==> src/design/lir_pkg.sv <==
// ----------------------------------------------------------------------------
// lir_pkg: shared constants for the linear interpolation resampler
// register map, step width and result cap per input item
// ----------------------------------------------------------------------------
package lir_pkg;

  // width of the rate_step register (unsigned fixed point)
  localparam int STEP_W = 21;

  // reset value of rate_step
  localparam logic [STEP_W-1:0] RATE_STEP_RESET = 21'd65536;

  // most results one input item may cause, and a counter that holds it
  localparam int RESULT_CAP = 32;
  localparam int CNT_W      = 6;

  // configuration port
  localparam int APB_ADDR_W = 3;
  localparam int APB_DATA_W = 32;

  // register index, taken from paddr[2]
  localparam logic REG_RATE_STEP = 1'b0;

endpackage

==> src/design/linear_interp_resampler.sv <==
// ----------------------------------------------------------------------------
// linear_interp_resampler: streaming linear interpolation rate converter
// one mono source sample per item in, zero or more interpolated samples out
// ----------------------------------------------------------------------------
//
// channel  direction  handshake            payload
// -------  ---------  -------------------  -----------------------------------
// in       input      in_valid / in_stall   sample_in, final_in
// out      output     out_valid / out_stall sample_out, run_last, clip_end
// cfg      input      apb psel/penable      rate_step at byte address 0
//
// an item is taken while idle, then the sequencer runs while in_stall is
// high: each interpolated result takes a check, a multiply and an add step
// through the one shared multiplier; a repeated tail result, an interval
// exit and leaving the tail of a final item each take a check step, and
// the run of an item ends with a done step.
// a first non-final sample is only stored.
// rst is synchronous and clears state, position and the output valid flag.
// a stalled output holds; the sequencer waits while a queued result cannot move out.
// the last result may still sit in the output register when the next item
// is taken.
//
module linear_interp_resampler
  import lir_pkg::*;
#(
  parameter int SAMPLE_BITS     = 16,
  parameter int PHASE_FRAC_BITS = 16
) (
  input  logic                          clk,
  input  logic                          rst,
  // source samples
  input  logic                          in_valid,
  output logic                          in_stall,
  input  logic signed [SAMPLE_BITS-1:0] sample_in,
  input  logic                          final_in,
  // output samples
  output logic                          out_valid,
  input  logic                          out_stall,
  output logic signed [SAMPLE_BITS-1:0] sample_out,
  output logic                          run_last,
  output logic                          clip_end,
  // configuration
  input  logic                          psel,
  input  logic                          penable,
  input  logic                          pwrite,
  input  logic [APB_ADDR_W-1:0]         paddr,
  input  logic [APB_DATA_W-1:0]         pwdata,
  output logic [APB_DATA_W-1:0]         prdata,
  output logic                          pready
);

  // position holds below one plus a full step
  localparam int POS_W = ((PHASE_FRAC_BITS > STEP_W) ? PHASE_FRAC_BITS : STEP_W) + 1;
  localparam logic [POS_W-1:0] POS_ONE = POS_W'(1) << PHASE_FRAC_BITS;

  // sequencer states
  localparam logic [2:0] S_IDLE  = 3'd0;
  localparam logic [2:0] S_CHECK = 3'd1;
  localparam logic [2:0] S_MUL   = 3'd2;
  localparam logic [2:0] S_ADD   = 3'd3;
  localparam logic [2:0] S_DONE  = 3'd4;

  logic [2:0]                    state;
  logic [STEP_W-1:0]             rate_step;
  logic                          have_prev;
  logic signed [SAMPLE_BITS-1:0] prev;
  logic signed [SAMPLE_BITS-1:0] cur;
  logic signed [SAMPLE_BITS:0]   diff;
  logic                          fin;
  logic                          tail;      // repeating cur past the last sample
  logic [POS_W-1:0]              pos;       // next output position from prev
  logic [CNT_W-1:0]              cnt;       // results made for this item

  // one result waits here until we know whether another follows
  logic                          pend_valid;
  logic signed [SAMPLE_BITS-1:0] pend_val;

  logic                          cfg_wr;
  logic                          out_free;
  logic                          pos_lt_one;
  logic                          cnt_lt_cap;
  logic                          more;
  logic                          push;      // queued result moves to the output
  logic [POS_W-1:0]              pos_step;
  logic signed [SAMPLE_BITS-1:0] lerp_value;

  // ---------------------------------------------------------------------------
  // configuration port: no wait states
  // ---------------------------------------------------------------------------
  assign pready = 1'b1;
  assign cfg_wr = psel & penable & pwrite;

  always_comb begin
    prdata = '0;
    if (paddr[2] == REG_RATE_STEP) begin
      prdata = APB_DATA_W'(rate_step);
    end
  end

  // ---------------------------------------------------------------------------
  // sequencer conditions
  // ---------------------------------------------------------------------------
  assign in_stall   = (state != S_IDLE);
  assign out_free   = !out_valid || !out_stall;
  assign pos_lt_one = (pos < POS_ONE);
  assign cnt_lt_cap = (cnt < CNT_W'(RESULT_CAP));
  assign more       = pos_lt_one && cnt_lt_cap;
  assign pos_step   = pos + POS_W'(rate_step);
  assign push       = pend_valid && out_free &&
                      (((state == S_CHECK) && more) || (state == S_DONE));

  // shared multiplier: fraction of the position times (cur - prev)
  lir_lerp_unit #(
    .SAMPLE_BITS     (SAMPLE_BITS),
    .PHASE_FRAC_BITS (PHASE_FRAC_BITS)
  ) u_lerp (
    .clk    (clk),
    .mul_en (state == S_MUL),
    .frac   (pos[PHASE_FRAC_BITS-1:0]),
    .diff   (diff),
    .prev   (prev),
    .value  (lerp_value)
  );

  // ---------------------------------------------------------------------------
  // sequencer, state and output register
  // ---------------------------------------------------------------------------
  always_ff @(posedge clk) begin
    if (rst) begin
      state      <= S_IDLE;
      rate_step  <= RATE_STEP_RESET;
      have_prev  <= 1'b0;
      prev       <= '0;
      pos        <= '0;
      pend_valid <= 1'b0;
      out_valid  <= 1'b0;
    end else begin
      if (cfg_wr && paddr[2] == REG_RATE_STEP) begin
        rate_step <= pwdata[STEP_W-1:0];
      end

      // output loaded or taken
      if (push) begin
        out_valid <= 1'b1;
      end else if (out_valid && !out_stall) begin
        out_valid <= 1'b0;
      end

      case (state)
        S_IDLE: begin
          if (in_valid) begin
            cur  <= sample_in;
            fin  <= final_in;
            diff <= (SAMPLE_BITS+1)'(sample_in) - (SAMPLE_BITS+1)'(prev);
            cnt  <= '0;
            // with no previous sample only the tail can produce results
            tail <= !have_prev;
            if (have_prev || final_in) begin
              state <= S_CHECK;
            end else begin
              prev      <= sample_in;
              have_prev <= 1'b1;
            end
          end
        end

        S_CHECK: begin
          // hold off while a queued result cannot move out
          if (!pend_valid || out_free) begin
            if (more) begin
              // another result follows, so the queued one is not the last
              if (pend_valid) begin
                sample_out <= pend_val;
                run_last   <= 1'b0;
                clip_end   <= 1'b0;
              end
              if (tail) begin
                pend_val   <= cur;
                pend_valid <= 1'b1;
                pos        <= pos_step;
                cnt        <= cnt + 1'b1;
              end else begin
                pend_valid <= 1'b0;
                state      <= S_MUL;
              end
            end else if (!tail) begin
              // leave the interval; a capped run restarts at the next sample
              pos <= pos_lt_one ? '0 : pos - POS_ONE;
              if (fin) begin
                tail <= 1'b1;
              end else begin
                state <= S_DONE;
              end
            end else begin
              state <= S_DONE;
            end
          end
        end

        S_MUL: begin
          state <= S_ADD;
        end

        S_ADD: begin
          pend_val   <= lerp_value;
          pend_valid <= 1'b1;
          pos        <= pos_step;
          cnt        <= cnt + 1'b1;
          state      <= S_CHECK;
        end

        S_DONE: begin
          if (!pend_valid || out_free) begin
            if (pend_valid) begin
              sample_out <= pend_val;
              run_last   <= 1'b1;
              clip_end   <= fin;
              pend_valid <= 1'b0;
            end
            if (fin) begin
              // clip over: back to the reset state
              prev      <= '0;
              pos       <= '0;
              have_prev <= 1'b0;
            end else begin
              prev      <= cur;
              have_prev <= 1'b1;
            end
            state <= S_IDLE;
          end
        end

        default: begin
          state <= S_IDLE;
        end
      endcase
    end
  end

endmodule

==> src/design/lir_lerp_unit.sv <==
// ----------------------------------------------------------------------------
// lir_lerp_unit: shared multiply and add for one interpolated sample
// registered frac*diff product, then prev plus the floored product
// ----------------------------------------------------------------------------
module lir_lerp_unit #(
  parameter int SAMPLE_BITS     = 16,
  parameter int PHASE_FRAC_BITS = 16
) (
  input  logic                          clk,
  input  logic                          mul_en,
  input  logic [PHASE_FRAC_BITS-1:0]    frac,
  input  logic signed [SAMPLE_BITS:0]   diff,
  input  logic signed [SAMPLE_BITS-1:0] prev,
  output logic signed [SAMPLE_BITS-1:0] value
);

  localparam int PROD_W = SAMPLE_BITS + PHASE_FRAC_BITS + 2;

  logic signed [PROD_W-1:0] prod;

  // frac is unsigned, so it gets a zero sign bit
  always_ff @(posedge clk) begin
    if (mul_en) begin
      prod <= $signed({1'b0, frac}) * diff;
    end
  end

  // arithmetic shift floors; the sum always lies between prev and cur,
  // so only the low bits are needed
  assign value = prev + prod[PHASE_FRAC_BITS +: SAMPLE_BITS];

endmodule

==> config.mk <==
export PLATFORM = sky130hd
export DESIGN_NAME = linear_interp_resampler
export DESIGN_NICKNAME = d
export VERILOG_FILES = /design/src/design/lir_pkg.sv /design/src/design/linear_interp_resampler.sv /design/src/design/lir_lerp_unit.sv
export SDC_FILE = /design/constraint.sdc
export NUM_CORES = 1
export LEC_CHECK = 0
export BUFFER_PORTS_ARGS = -buffer_cell sky130_fd_sc_hd__clkbuf_2
export CAP_MARGIN = 10
export CORE_AREA = 2 2 171 173
export CTS_CLUSTER_DIAMETER = 60
export CTS_CLUSTER_SIZE = 20
export DETAILED_ROUTE_END_ITERATION = 6
export DIE_AREA = 0 0 173 175
export MAX_ROUTING_LAYER = met4
export PLACE_DENSITY = 0.83
export SETUP_SLACK_MARGIN = 0.02
export SYNTH_ARGS = -nofsm -noshare
export SYNTH_HDL_FRONTEND = slang
export SYNTH_HIERARCHICAL = 1
export SYNTH_SLANG_ARGS = --single-unit
==> constraint.sdc <==
create_clock -name clk -period 7.7 [get_ports clk]
set_input_delay 0.77 -clock clk [delete_from_list [all_inputs] [get_ports clk]]
set_output_delay 0.77 -clock clk [all_outputs]
set_load 0.02 [all_outputs]
==> impl_metrics.env <==
export IMPL_status="complete, no violations"
export IMPL_crit_buf_inv=4
export IMPL_viasPerCell=5.87
export IMPL_syn_to_final_growth_pct=7.28
export IMPL_io_pins=112
export IMPL_drtIter0Drc=1120
export IMPL_grt_use_total_pct=30.6
export IMPL_finClkSkew_ps=10.5
export IMPL_final_area_um2=19300
export IMPL_drc_errors=0
export IMPL_synth_cells=1964
export IMPL_slew_headroom_pct=30.2
export IMPL_fmax_mhz=150
export IMPL_num_rows=62
export IMPL_dpl_hpwl_mm=32.6
export IMPL_netlist_area_um2=18000
export IMPL_cts_clk_slew_worst_paths_ps=70
export IMPL_clockBufferDepth=2
export IMPL_cpMaxStageDelayCell="dfxtp_1"
export IMPL_vias=14133
export IMPL_synth_cell_types=90
export IMPL_die_area_um2=30300
export IMPL_cp_arrival_ps=6860
export IMPL_synth_top_cell_area_share_pct=23.5
export IMPL_fillers=2212
export IMPL_slew_viol_final=0
export IMPL_yosys_area_top_type="fa_1"
export IMPL_start_util_pct=63.3
export IMPL_fp_dieH_um=175
export IMPL_cp_top_family="adder cells"
export IMPL_gr_total_overflow=0
export IMPL_clkLatencyLatePin_ps=440
export IMPL_grt_pass1_wl_mm=72.4
export IMPL_hold_viol=0
export IMPL_ir_drop_mv=0.205
export IMPL_layout_min_cycle_time_ps=6670
export IMPL_synth_area_per_cell_um2=9.16
export IMPL_fin_tns_setup_ps=0
export IMPL_critPathCaptureType="flop"
export IMPL_grt_max_degree=65
export IMPL_cp_required_ps=7890
export IMPL_cts_sinks=156
export IMPL_dp_slack_ps=1140
export IMPL_dpl_cell_area_um2=18700
export IMPL_core_um2=28400
export IMPL_drive_gt1_share_pct=8.89
export IMPL_static_leakage_power_nw=9.03
export IMPL_path_cells="and2_1, fa_1, inv_1, fa_1, fa_1, fa_1, inv_1, fa_1, inv_1, fa_1, inv_1, ha_1, a21oi_1, o211ai_1, nand4_1, nand4_1, a31oi_1, o211ai_1, xnor2_1"
export IMPL_gp_congestion=0.944
export IMPL_cap_violations=0
export IMPL_h_tree_depth=4
export IMPL_grt_pass1_vias=14593
export IMPL_ys_ff_latch=156
export IMPL_cts_tree="done"
export IMPL_synthArstFlopShare_pct=0
export IMPL_finalNetCount=2448
export IMPL_synth_ff_type="edfxtp_1"
export IMPL_final_core_util_pct=68.0
export IMPL_drtAntennaViolNets=0
export IMPL_tightest_slew_ps=1050
export IMPL_synth_seq_area_share_pct=22.4
export IMPL_root_buffer="clkbuf_16"
export IMPL_cts_resized=0
export IMPL_path_max_fanout=19
export IMPL_slowest_delay_ps=1000
export IMPL_cts_setup_buffers=0
export IMPL_synth_edf_count=91
export IMPL_worstSetupStartpointType="flop"
export IMPL_powerDensity_nw_per_um2=188
export IMPL_antenna_found_initial=0
export IMPL_first_pass_iters=5
export IMPL_path_common_cell="fa_1"
export IMPL_criticalPathCategory="flop to flop"
export IMPL_fin_crit_sh_pct=86.6
export IMPL_finalPower_mw=3.62
export IMPL_die_w_um=173
export IMPL_synth_warning_count=6
export IMPL_rsz0062_at_grt="no"
export IMPL_ctsHoldBuffers=0
export IMPL_ys_top_cells_by_area="fa_1 (23%), edfxtp_1 (15%), ha_1 (12%)"
export IMPL_io_buffer_count=86
export IMPL_hold_path_class="flop to flop"
export IMPL_cts_made_buffers=17
export IMPL_worst_slack_ps=1030
export IMPL_drt_total_wl_mm=43.8
export IMPL_routed_wire_length_per_instance_um=18.2
export IMPL_setup_viol=0
-- routing by layer --
layer / vias to the layer above / track usage (%) / wire length [um]
met5: - / - / 0
met4: 0 / 9.53 / 1100
met3: 89 / 4.61 / 2710
met2: 553 / 51.1 / 21900
met1: 7025 / 38.6 / 18000
li1: 6466 / - / -
-- path summary, 6_finish.rpt --
check               startpoint         endpoint  slack, ps  cells past startpoint
hold / removal    pend_val[12]   sample_out[12]        420                      0
setup / recovery        pos[6]  u_lerp/prod[27]       1030                     19
setup reg to reg        pos[6]  u_lerp/prod[27]       1030                     19
hold reg to reg   pend_val[12]   sample_out[12]        420                      0
-- sequential cells by signal (all words and copies together), names as in the netlist, 3 cells and up --
| name | flops |
|---|---|
| pos | 22 |
| rate_step | 21 |
| diff | 17 |
| cur | 16 |
| pend_val | 16 |
| prev | 16 |
| sample_out | 16 |
| u_lerp/prod | 16 |
| cnt | 6 |
| state | 3 |
-- synthesized netlist by cell type, drive strengths merged (3+ instances only) --
cell type / instances
inv: 341
fa: 211
nand2: 201
ha: 167
and2: 154
a21oi: 108
edfxtp: 91
nor2: 90
dfxtp: 65
clkbuf: 58
o21ai: 43
xnor2: 40
nor2b: 36
a211oi: 27
nand3: 27
nor3: 22
a21o: 21
buf: 21
nor3b: 20
nand2b: 18
mux2: 17
o21a: 16
and3: 15
a31oi: 11
or3: 11
o211ai: 10
or2: 10
xor2: 10
nand4: 8
nor4: 8
nand3b: 7
o21bai: 7
a2111oi: 6
o311ai: 6
o31ai: 5
a21boi: 4
o22ai: 4
or4: 4
a211o: 3
a32o: 3
mux2i: 3
nor4b: 3
o211a: 3
o32ai: 3
-- layout make-up --
cell class,instances,area [um^2],area share [%]
sequential,156,4030,20.9
clock inverter,14,159,0.824
inverter,342,1280,6.66
multi-input combinational,1397,12400,64.1
timing repair buffer,97,533,2.76
tap,384,480,2.49
clock buffer,18,429,2.22
antenna,1,2.50,0.0130
-- through the flow --
| stage | hold WS (ps) | instances |
|---|---|---|
| 2_1_floorplan | 400 | 1974 |
| 3_3_place_gp | 402 | 2375 |
| 3_5_place_dp | 414 | 2375 |
| 4_1_cts | 423 | 2407 |
| 5_1_grt | 434 | 2408 |
| 6_report | 422 | 2409 |
-- where the power goes --
group	internal (mW)	switching (mW)	total (mW)
clock	0.483	0.371	0.855
sequential	1.05	0.232	1.29
combinational	0.585	0.898	1.48
total	2.12	1.50	3.62
-- cells in the final DEF, fill, tap and decap left out, types with 12 or more instances in the layout --
cell type  synthesis  routed
inv_1            341     341
nor3_1            21      20
nor2_1            89      89
a211oi_1          25      25
dfxtp_1           65      65
clkbuf_2           0      86
o21ai_0           39      39
nand3_1           26      26
nor2b_1           36      36
conb_1             2      12
o21a_1            16      16
nand2b_1          16      16
clkbuf_16          0      17
fa_1             211     211
xnor2_1           40      40
a21o_1            21      21
and3_1            15      15
ha_1             167     167
nand2_1          200     200
and2_1           154     154
nor3b_1           20      17
mux2_2            17      17
edfxtp_1          91      91
a21oi_1          106     106
-- kinds of logic after synthesis --
group / count (synthesis) / synth area share (%)
simple gates: 639 / 18.5
buf+inv: 421 / 9.11
fa+ha+maj: 378 / 35.1
compound gates: 298 / 11.1
flops: 156 / 22.4
xor+xnor: 50 / 2.43
mux: 20 / 1.23
other cells: 2 / 0.0418
No activity file was read; power rests on OpenSTA's default activity.
